`src/hdl/tsg_pkg.sv`:
```
package tsg_pkg;

  localparam int unsigned MtuW = 14;
  localparam logic [MtuW-1:0] MtuReset = 14'd1500;

  // segment count limit and width of the segment index
  localparam logic [5:0] MaxSegs = 6'd61;
  localparam int unsigned SegIdxW = 6;

  typedef enum logic [1:0] {
    StWhole = 2'd0,
    StSeg   = 2'd1,
    StDrop  = 2'd2
  } status_e;

  // controller to datapath
  typedef struct packed {
    logic load;
    logic prep;
    logic emit_whole;
    logic emit_drop;
    logic emit_seg;
  } cmd_t;

  // datapath to controller
  typedef struct packed {
    logic pass;
    logic drop;
    logic last;
  } stat_t;

endpackage

```
`src/hdl/tsg_dp.sv`:
```
module tsg_dp import tsg_pkg::*; (
  input  logic            clk_i,
  input  logic            rst_ni,
  input  cmd_t            cmd_i,
  output stat_t           stat_o,
  input  logic            cfg_we_i,
  input  logic [MtuW-1:0] cfg_mtu_i,
  input  logic [5:0]      ip_header_len_i,
  input  logic [5:0]      tcp_header_len_i,
  input  logic [15:0]     total_len_i,
  input  logic [15:0]     received_len_i,
  input  logic [31:0]     seq_number_i,
  input  logic [15:0]     ip_ident_i,
  output logic [1:0]      status_o,
  output logic [31:0]     seg_seq_o,
  output logic [15:0]     seg_total_len_o,
  output logic [15:0]     seg_ident_o,
  output logic [15:0]     payload_offset_o,
  output logic [15:0]     payload_len_o,
  output logic            last_segment_o
);

  logic [MtuW-1:0]    mtu_q;
  logic [6:0]         head_q;
  logic [15:0]        tot_q, rcv_q, ident_q;
  logic [31:0]        seq_q;
  logic [MtuW-1:0]    maxp_q;
  logic [15:0]        rem_q, off_q;
  logic [SegIdxW-1:0] idx_q;
  logic               pass_q, bad_q;

  status_e            status_q;
  logic [31:0]        seg_seq_q;
  logic [15:0]        seg_total_len_q, seg_ident_q, payload_offset_q, payload_len_q;
  logic               last_segment_q;

  logic [15:0] head_w, maxp_w;
  logic        last;
  logic [15:0] seg_plen, whole_plen;
  logic [19:0] seg_cap;
  logic        too_many;

  assign head_w = 16'(head_q);
  assign maxp_w = 16'(maxp_q);

  // remaining payload fits in one segment
  assign last       = rem_q <= maxp_w;
  assign seg_plen   = last ? rem_q : maxp_w;
  assign whole_plen = (rcv_q >= head_w) ? rcv_q - head_w : 16'd0;
  assign seg_cap    = 20'(maxp_q) * 20'(MaxSegs);
  assign too_many   = 20'(rem_q) > seg_cap;

  assign stat_o = '{pass: pass_q, drop: bad_q | too_many, last: last};

  always_ff @(posedge clk_i or negedge rst_ni) begin
    if (!rst_ni) begin
      mtu_q <= MtuReset;
    end else if (cfg_we_i) begin
      mtu_q <= cfg_mtu_i;
    end
  end

  always_ff @(posedge clk_i) begin
    if (cmd_i.load) begin
      head_q  <= 7'(ip_header_len_i) + 7'(tcp_header_len_i);
      tot_q   <= total_len_i;
      rcv_q   <= received_len_i;
      seq_q   <= seq_number_i;
      ident_q <= ip_ident_i;
    end
    if (cmd_i.prep) begin
      maxp_q <= mtu_q - MtuW'(head_q);
      rem_q  <= tot_q - head_w;
      off_q  <= '0;
      idx_q  <= '0;
      pass_q <= rcv_q <= 16'(mtu_q);
      bad_q  <= (tot_q != rcv_q) || (MtuW'(head_q) >= mtu_q);
    end
    if (cmd_i.emit_seg) begin
      rem_q <= rem_q - maxp_w;
      off_q <= off_q + maxp_w;
      idx_q <= idx_q + SegIdxW'(1);
    end
  end

  always_ff @(posedge clk_i) begin
    if (cmd_i.emit_whole) begin
      status_q         <= StWhole;
      seg_seq_q        <= seq_q;
      seg_total_len_q  <= tot_q;
      seg_ident_q      <= ident_q;
      payload_offset_q <= head_w;
      payload_len_q    <= whole_plen;
      last_segment_q   <= 1'b1;
    end else if (cmd_i.emit_drop) begin
      status_q         <= StDrop;
      seg_seq_q        <= '0;
      seg_total_len_q  <= '0;
      seg_ident_q      <= '0;
      payload_offset_q <= '0;
      payload_len_q    <= '0;
      last_segment_q   <= 1'b1;
    end else if (cmd_i.emit_seg) begin
      status_q         <= StSeg;
      seg_seq_q        <= seq_q + 32'(off_q);
      seg_total_len_q  <= head_w + seg_plen;
      seg_ident_q      <= ident_q + 16'(idx_q);
      payload_offset_q <= head_w + off_q;
      payload_len_q    <= seg_plen;
      last_segment_q   <= last;
    end
  end

  assign status_o         = status_q;
  assign seg_seq_o        = seg_seq_q;
  assign seg_total_len_o  = seg_total_len_q;
  assign seg_ident_o      = seg_ident_q;
  assign payload_offset_o = payload_offset_q;
  assign payload_len_o    = payload_len_q;
  assign last_segment_o   = last_segment_q;

endmodule

```
`src/hdl/tsg_ctrl.sv`:
```
module tsg_ctrl import tsg_pkg::*; (
  input  logic  clk_i,
  input  logic  rst_ni,
  input  logic  in_valid_i,
  output logic  in_stall_o,
  output logic  out_valid_o,
  input  logic  out_stall_i,
  output cmd_t  cmd_o,
  input  stat_t stat_i
);

  typedef enum logic [3:0] {
    S_IDLE   = 4'b0001,
    S_PREP   = 4'b0010,
    S_DECIDE = 4'b0100,
    S_EMIT   = 4'b1000
  } state_e;

  state_e state_q, state_d;
  logic   out_valid_q, out_valid_d;
  logic   slot_free, emit;
  cmd_t   cmd;

  // output register is empty or its result leaves this cycle
  assign slot_free = !out_valid_q || !out_stall_i;

  always_comb begin
    state_d = state_q;
    cmd     = '0;
    unique case (state_q)
      S_IDLE: begin
        if (in_valid_i) begin
          cmd.load = 1'b1;
          state_d  = S_PREP;
        end
      end
      S_PREP: begin
        cmd.prep = 1'b1;
        state_d  = S_DECIDE;
      end
      S_DECIDE: begin
        if (stat_i.pass || stat_i.drop) begin
          if (slot_free) begin
            cmd.emit_whole = stat_i.pass;
            cmd.emit_drop  = !stat_i.pass;
            state_d        = S_IDLE;
          end
        end else begin
          state_d = S_EMIT;
        end
      end
      S_EMIT: begin
        if (slot_free) begin
          cmd.emit_seg = 1'b1;
          if (stat_i.last) begin
            state_d = S_IDLE;
          end
        end
      end
      default: state_d = S_IDLE;
    endcase
  end

  assign emit        = cmd.emit_whole || cmd.emit_drop || cmd.emit_seg;
  assign out_valid_d = emit ? 1'b1 : (out_valid_q && out_stall_i);

  always_ff @(posedge clk_i or negedge rst_ni) begin
    if (!rst_ni) begin
      state_q     <= S_IDLE;
      out_valid_q <= 1'b0;
    end else begin
      state_q     <= state_d;
      out_valid_q <= out_valid_d;
    end
  end

  assign in_stall_o  = state_q != S_IDLE;
  assign out_valid_o = out_valid_q;
  assign cmd_o       = cmd;

  a_emit_onehot: assert property (@(posedge clk_i) disable iff (!rst_ni)
    $onehot0({cmd.emit_whole, cmd.emit_drop, cmd.emit_seg}))
    else $error("more than one result loaded at once");

  a_no_overwrite: assert property (@(posedge clk_i) disable iff (!rst_ni)
    emit |-> !(out_valid_q && out_stall_i))
    else $error("stalled result overwritten");

  a_accept_prep: assert property (@(posedge clk_i) disable iff (!rst_ni)
    (in_valid_i && !in_stall_o) |=> state_q == S_PREP)
    else $error("accepted transfer not prepared");

  a_last_idle: assert property (@(posedge clk_i) disable iff (!rst_ni)
    (cmd.emit_seg && stat_i.last) |=> state_q == S_IDLE)
    else $error("segmentation did not end after last segment");

endmodule

```
`src/hdl/tcp_segmentation_header_gen.sv`:
```
// Channel   Handshake                 Payload
// --------  ------------------------  -------------------------------------------------
// input     in_valid_i / in_stall_o   ip/tcp header len, total/received len, seq, ident
// output    out_valid_o / out_stall_i status, seg seq/total len/ident, offset, len, last
// config    cfg_valid_i / cfg_ready_o cfg_mtu_i (always ready)
//
// An item is loaded, then prepared, then classified.
// A whole or dropped packet then gives one result.
// A segmented packet then gives one segment a cycle while the output is not stalled (up to 61 segments).
// Reset sets mtu to 1500, the controller to idle and clears the output valid.
// Output stall holds the result register and pauses segment generation.
module tcp_segmentation_header_gen import tsg_pkg::*; (
  input  logic            clk_i,
  input  logic            rst_ni,
  input  logic            cfg_valid_i,
  output logic            cfg_ready_o,
  input  logic [MtuW-1:0] cfg_mtu_i,
  input  logic            in_valid_i,
  output logic            in_stall_o,
  input  logic [5:0]      ip_header_len_i,
  input  logic [5:0]      tcp_header_len_i,
  input  logic [15:0]     total_len_i,
  input  logic [15:0]     received_len_i,
  input  logic [31:0]     seq_number_i,
  input  logic [15:0]     ip_ident_i,
  output logic            out_valid_o,
  input  logic            out_stall_i,
  output logic [1:0]      status_o,
  output logic [31:0]     seg_seq_o,
  output logic [15:0]     seg_total_len_o,
  output logic [15:0]     seg_ident_o,
  output logic [15:0]     payload_offset_o,
  output logic [15:0]     payload_len_o,
  output logic            last_segment_o
);

  cmd_t  cmd;
  stat_t stat;

  assign cfg_ready_o = 1'b1;

  tsg_ctrl u_ctrl (
    .clk_i       (clk_i),
    .rst_ni      (rst_ni),
    .in_valid_i  (in_valid_i),
    .in_stall_o  (in_stall_o),
    .out_valid_o (out_valid_o),
    .out_stall_i (out_stall_i),
    .cmd_o       (cmd),
    .stat_i      (stat)
  );

  tsg_dp u_dp (
    .clk_i            (clk_i),
    .rst_ni           (rst_ni),
    .cmd_i            (cmd),
    .stat_o           (stat),
    .cfg_we_i         (cfg_valid_i && cfg_ready_o),
    .cfg_mtu_i        (cfg_mtu_i),
    .ip_header_len_i  (ip_header_len_i),
    .tcp_header_len_i (tcp_header_len_i),
    .total_len_i      (total_len_i),
    .received_len_i   (received_len_i),
    .seq_number_i     (seq_number_i),
    .ip_ident_i       (ip_ident_i),
    .status_o         (status_o),
    .seg_seq_o        (seg_seq_o),
    .seg_total_len_o  (seg_total_len_o),
    .seg_ident_o      (seg_ident_o),
    .payload_offset_o (payload_offset_o),
    .payload_len_o    (payload_len_o),
    .last_segment_o   (last_segment_o)
  );

endmodule
```
`config.mk`:
```
export PLATFORM = sky130hd
export DESIGN_NAME = tcp_segmentation_header_gen
export DESIGN_NICKNAME = d
export VERILOG_FILES = /design/src/hdl/tsg_pkg.sv /design/src/hdl/tsg_dp.sv /design/src/hdl/tsg_ctrl.sv /design/src/hdl/tcp_segmentation_header_gen.sv
export SDC_FILE = /design/constraint.sdc
export NUM_CORES = 1
export LEC_CHECK = 0
export BUFFER_PORTS_ARGS = -buffer_cell sky130_fd_sc_hd__buf_2
export CAP_MARGIN = 25
export CORE_MARGIN = 8
export CORE_UTILIZATION = 55
export CTS_BUF_LIST = sky130_fd_sc_hd__clkbuf_8
export CTS_CLUSTER_DIAMETER = 100
export DETAILED_ROUTE_END_ITERATION = 12
export GPL_TIMING_DRIVEN = 0
export PLACE_DENSITY = 0.85
export SETUP_SLACK_MARGIN = 0.4
export SYNTH_ARGS = -nofsm -noshare
export SYNTH_HDL_FRONTEND = slang
export SYNTH_HIERARCHICAL = 1
export SYNTH_SLANG_ARGS = --single-unit
```
`constraint.sdc`:
```
create_clock -name clk_i -period 13.64 [get_ports clk_i]
set_input_delay 2.728 -clock clk_i [delete_from_list [all_inputs] [get_ports clk_i]]
set_output_delay 2.728 -clock clk_i [all_outputs]
set_load 0.01 [all_outputs]
```
== Yosys cells after proc, flatten, opt, wreduce, memory -nomap -nowiden ==
Cells that the tools add are included.

* Add/sub/neg operators: 11
* $mul: 1
* Magnitude comparators: 5
* Equality and inequality tests: 10
* Muxes and demuxes: 40
* Bitwise logic cells: 1
* Reduce and logical (&&, ||, !) cells: 14

{| class="wikitable"
|+ Operators by type and width
! cell !! count
|-
| two-way mux 16 bit || 15
|-
| two-way mux 32 bit || 3
|-
| adder 32 x 16 -> 32 bit || 1
|-
| adder 7 x 16 -> 16 bit || 2
|-
| less-or-equal comparator 16 x 14 -> 1 bit || 2
|-
| subtractor 16 x 7 -> 16 bit || 2
|-
| two-way mux 7 bit || 3
|-
| greater-than comparator 16 x 20 -> 1 bit || 1
|-
| multiplier 14 x 6 -> 20 bit, second input constant || 1
|-
| two-way mux 4 bit || 5
|-
| adder 16 x 14 -> 16 bit || 1
|-
| adder 16 x 6 -> 16 bit || 1
|-
| >= comparator 16 x 7 -> 1 bit || 1
|-
| != test 16 bit || 1
|-
| one-hot mux 4 bit (4 select lines) || 1
|-
| subtractor 16 x 14 -> 16 bit || 1
|-
| >= comparator 7 x 14 -> 1 bit || 1
|-
| subtractor 14 x 7 -> 14 bit || 1
|-
| two-way mux 6 bit || 2
|-
| two-way mux 2 bit || 5
|-
| adder 6 x 6 -> 7 bit || 1
|-
| adder 6 x 1 -> 6 bit, second input constant || 1
|-
| two-way mux 1 bit || 6
|-
| logical OR 1 bit || 5
|-
| 15 further kinds || 19
|}

* Register bits: 259
* Bits of input ports: 111
* Output and inout port bits: 102
* Logic and storage cells: 105

== Longest topological paths before layout ==
* Word-level depth: 9
* Depth in mapped cells: 28
* Depth with buffers taken out: 27

== Cells and area by module ==
Netlist, hierarchy kept.

{| class="wikitable"
|+ By module, submodules not included
! module !! times used !! cells each !! area an instance (sq um) !! sequential area each (sq um)
|-
| tsg_dp || 1 || 1603 || 16908.7 || 7445.9
|-
| tsg_ctrl || 1 || 28 || 321.6 || 126.4
|-
| tcp_segmentation_header_gen || 1 || 2 || 11.3 || 0.0
|}

== Worst setup path before layout ==
Ideal clock, no wire load.

* Path type: reg2reg
* Start point: reg u_dp.maxp_q[1]
* End point: reg u_dp.payload_len_q[0] (netlist: u_dp/payload_len_o[0]) (enable)
* Setup time: 0.840 ns
* Data arrival time: 7.120 ns
* Required time: 12.800 ns
* Slack: 5.680 ns
* Cell stages (with the launch flop): 25
* Buffers on the path: 2
* Period minus slack after synthesis: 7.960 ns
* Path through: edfxtp_1 > inv_1 > fa_1 > inv_1 > fa_1 > inv_1 > fa_1 > inv_1 > ha_1 > a211oi_1 > o21bai_1 > a41oi_1 > inv_1 > a21oi_1 > xor2_1 > ha_1 > nand4_1 > or4_1 > nand4_1 > o21bai_1 > and4b_1 > clkbuf_1 > nor2_1 > clkbuf_1 > nand2_1

{| class="wikitable"
|+ RTL lines
! element !! line !! text
|-
| start: declaration || tsg_dp.sv:27 || <nowiki>logic [MtuW-1:0] maxp_q;</nowiki>
|-
| start signal: assignment || tsg_dp.sv:72 || <nowiki>maxp_q <= mtu_q - MtuW'(head_q);</nowiki>
|-
| end signal: assignment || tsg_dp.sv:93 || <nowiki>payload_len_q <= whole_plen;</nowiki>
|-
| end signal: assignment || tsg_dp.sv:109 || <nowiki>payload_len_q <= seg_plen;</nowiki>
|-
| end: declaration || tsg_dp.sv:34 || <nowiki>logic [15:0] seg_total_len_q, seg_ident_q, payload_offset_q, payload_len_q;</nowiki>
|}

==> metrics.yaml <==
outcome:
  outcome: "completed"
clocking:
  cts-root-buf: "clkbuf_8"
  cts_tree: "built"
  cts_buffers: 44
  cts_setup_buffers: 0
  ctsResizeCount: 0
  clkLatencyLatePin_ps: 590
  ctsHoldBuffers: 0
  path_clk_slew_ps: 60
  clk_path_buf_depth: 3
  cts_max_level: 2
  cts.sinks: 259
pwr:
  total_power_mw: 4.141
  p_leak_nw: 8.325
  powerDensity_nw_per_um2: 209.5
  peakVddDrop_uv: 187.6
detailed_routing:
  final_antenna_net_count: 0
  wl_um: 47850
  drc_errors: 0
  via_per_inst: 5.975
  dr_total_vias: 13934
  drtIter0Drc: 1235
  firstDrtPassIters: 5
  wl_per_cell_um: 20.52
sta:
  setup_viol: 0
  period_share: 0.6326
  max-slew-margin-rel: 0.2806
  worst_pin_slew_ps: 1070
  period_needed_ps: 8628
  whs_ps: 468.3
  clock.fmax_ghz: 0.1159
  slew_violations: 0
  rsz0062_at_grt: "false"
  skew_ps: 26.52
  fin_setup_tns_ps: 0
  final-hold-violation-count: 0
yosys:
  syn-cell-area_um2: 17240
  syn_inst: 1633
  ys_types: 84
  ys.flop_type: "edfxtp_1"
  ys_ff_latch: 259
  ys_seq_area_frac: 0.4392
  syn_nets: 1949
  yosysWarningCount: 6
  synth.avg_cell_area_um2: 10.56
  synth_edf_count: 228
  ys_async_sr_fraction: 0.07336
cells_and_area:
  fin_nets: 2208
  final_cell_area_um2: 19760
  drive_gt1_frac: 0.1640
  seq_area_um2: 7572
  multi_input_area_um2: 8934
  fillers: 2488
  syn2layout_area_growth_pct: 14.62
job:
  drv_cap: 0
die:
  die_area_um2: 37270
  rows: 65
  die_x_um: 193.1
  die_h_um: 193.1
  fp.coreArea_um2: 31230
  initial_utilization: 0.5521
  pin_count: 213
setup_path:
  slowest_delay_ps: 780
  endpoint_kind: "flip-flop"
  timing.critical_path.mode_cell: "inv_1"
  crit_fanout: 48
  reg2reg_depth: 24
  r2r_end: "u_dp/payload_len_o[4]$_DFFE_PP_"
  slowest_stage: "nor2_1"
  crit_path_start: "u_dp/maxp_q[5]$_DFFE_PP_"
  cp-start-kind: "flip-flop"
  rr_startpoint: "u_dp/maxp_q[5]$_DFFE_PP_"
  path_cells: "inv_1, fa_1, inv_1, fa_1, inv_1, fa_1, inv_1, ha_1, or3_1, o21a_1, and2_1, o41ai_2, xor2_1, ha_1, nand4_1, or4_1, nand4_1, o21bai_1, and4b_1, clkbuf_1, nor2_1, clkbuf_1, nand2_4, buf_16"
  ff2ff_setup_slack_ps: 5010
  critPathKind: "reg2reg"
  worst_ep_arrival_time_ps: 8920
  required_ps: 13930
grt:
  grt_pass1_wl_um: 74230
  antenna_found_initial: 1
  grt_overflow_total: 0
  grt_max_degree: 69
  track_usage: 0.2552
  grt_pass1_vias: 14078
min_path:
  hold_start: "u_dp/status_o[0]$_SDFFE_PP0P_"
  min_to: "u_dp/status_o[0]$_SDFFE_PP0P_"
  hold_class: "reg2reg"
  min_path_cells: 2
placed_design:
  hpwl_um: 36910
  place_area_um2: 18860
  globalplace.congestion: 0.9393
  portBuffers: 210
==> critical path: cells and delay by family (launching register included) <==
| family | cells | cell delay, ps |
|---|---|---|
| XOR/XNOR | 1 | 170 |
| buffers and inverters | 7 | 1700 |
| flip-flops | 1 | 500 |
| adder cells (fa/ha/maj) | 5 | 2170 |
| AO/OA/AOI/OAI | 3 | 710 |
| AND/OR/NAND/NOR | 8 | 3030 |
==> cells in the mapped netlist, types with 5 or more instances <==
library cell    n  area share
edfxtp_1      228        0.40
ha_1          159        0.12
inv_1         152       0.033
nand2_1       129       0.028
nor2_1        120       0.026
o21ai_0       118       0.034
xnor2_1        94       0.048
a21oi_1        86       0.025
fa_1           46       0.053
xor2_1         45       0.023
a21o_1         34       0.015
nor3_1         29      0.0084
clkbuf_1       28      0.0061
nand3_1        25      0.0073
nand4_1        25      0.0091
nor2b_1        23      0.0083
nand2b_1       19      0.0069
mux2i_1        18       0.010
o21a_1         18      0.0078
a211oi_1       12      0.0052
dfxtp_1        12       0.014
o21bai_1       12      0.0052
dfrtp_1        11       0.016
o31ai_1        11      0.0048
a22o_1         10      0.0051
o22ai_1        10      0.0036
or3_1          10      0.0036
and2_1          9      0.0033
dfstp_2         8       0.012
and3_1          7      0.0025
nor4_1          7      0.0025
or2_2           7      0.0025
a21boi_0        6      0.0026
a31oi_1         5      0.0018
buf_2           5      0.0015
o211ai_1        5      0.0022
o21ai_1         5      0.0015
==> through the flow <==
step,setup WS [ps],util,std cells
2_1_floorplan,5680,-,1633
3_3_place_gp,3074,0.6018,2245
3_5_place_dp,5181,0.6039,2247
4_1_cts,5152,0.6319,2328
5_1_grt,4729,0.6326,2330
6_report,5012,0.6328,2332
==> power by group <==
part           leakage, nW  switching (mW)  internal (mW)
clock network        0.517           0.319          0.377
logic                 5.39            1.30          0.931
registers             2.42           0.138           1.07
==> how the worst max path moves through the flow <==
stage,to,slack (ps),cells past startpoint
2_1_floorplan,u_dp/payload_len_o[0]$_DFFE_PP_,5680,24
3_3_place_gp,u_dp/payload_len_o[6]$_DFFE_PP_,3070,24
3_5_place_dp,u_dp/payload_len_o[6]$_DFFE_PP_,5180,24
4_1_cts,u_dp/seg_total_len_o[1]$_DFFE_PP_,5150,25
5_1_grt,u_dp/seg_total_len_o[1]$_DFFE_PP_,4730,25
6_report,u_dp/payload_len_o[4]$_DFFE_PP_,5010,24
==> registers in the layout (all words and copies together), names as in the netlist, 4 cells and up <==
name,flops
u_ctrl/state_q,4
u_dp/head_q,7
u_dp/ident_q,16
u_dp/idx_q,6
u_dp/maxp_q,14
u_dp/mtu_q,14
u_dp/off_q,16
u_dp/payload_len_o,16
u_dp/payload_offset_o,16
u_dp/rcv_q,16
u_dp/rem_q,16
u_dp/seg_ident_o,16
u_dp/seg_seq_o,32
u_dp/seg_total_len_o,16
u_dp/seq_q,32
u_dp/tot_q,16
==> final cells by class <==
| type | count | share of cell area |
|---|---|---|
| diodes | 3 | 0.0003799 |
| plain buffers | 40 | 0.008674 |
| clock buffers | 47 | 0.03273 |
| clock inverters | 34 | 0.01146 |
| inverters | 153 | 0.02906 |
| multi-input cells | 1181 | 0.4521 |
| flip-flops and latches | 259 | 0.3832 |
| well taps | 402 | 0.02545 |
| repair buffers | 213 | 0.05698 |
==> cell usage in the layout, fill, tap and decap left out, types with 25 or more instances in the layout <==
| cell | synthesis | final |
|---|---|---|
| a21o_1 | 34 | 34 |
| a21oi_1 | 86 | 86 |
| buf_2 | 5 | 215 |
| clkbuf_1 | 28 | 28 |
| clkbuf_8 | 0 | 47 |
| edfxtp_1 | 228 | 228 |
| fa_1 | 46 | 46 |
| ha_1 | 159 | 159 |
| inv_1 | 152 | 172 |
| nand2_1 | 129 | 128 |
| nand3_1 | 25 | 25 |
| nand4_1 | 25 | 25 |
| nor2_1 | 120 | 120 |
| nor3_1 | 29 | 29 |
| o21ai_0 | 118 | 118 |
| xnor2_1 | 94 | 94 |
| xor2_1 | 45 | 45 |
==> cell families (layout without fill, tap and decap cells) <==
kind of cell | after synthesis | count (layout) | share of synthesized area
simple gates | 439 | 439 | 0.1246
xor+xnor | 139 | 139 | 0.07061
buf+inv | 193 | 487 | 0.04325
fa+ha+maj | 205 | 205 | 0.1688
mux | 21 | 21 | 0.01241
other cells | 1 | 4 | 0.0002175
compound gates | 376 | 376 | 0.1409
flops | 259 | 259 | 0.4392
==> routing by layer <==
metal	track usage	part of all wire	up-vias	wire, um
li1	-	-	6388	-
met1	0.3228	0.40	6725	18940
met2	0.4170	0.48	668	22900
met3	0.03921	0.075	153	3597
met4	0.1417	0.050	0	2414
met5	0	0	-	0
No activity file was read; power rests on OpenSTA's default activity.
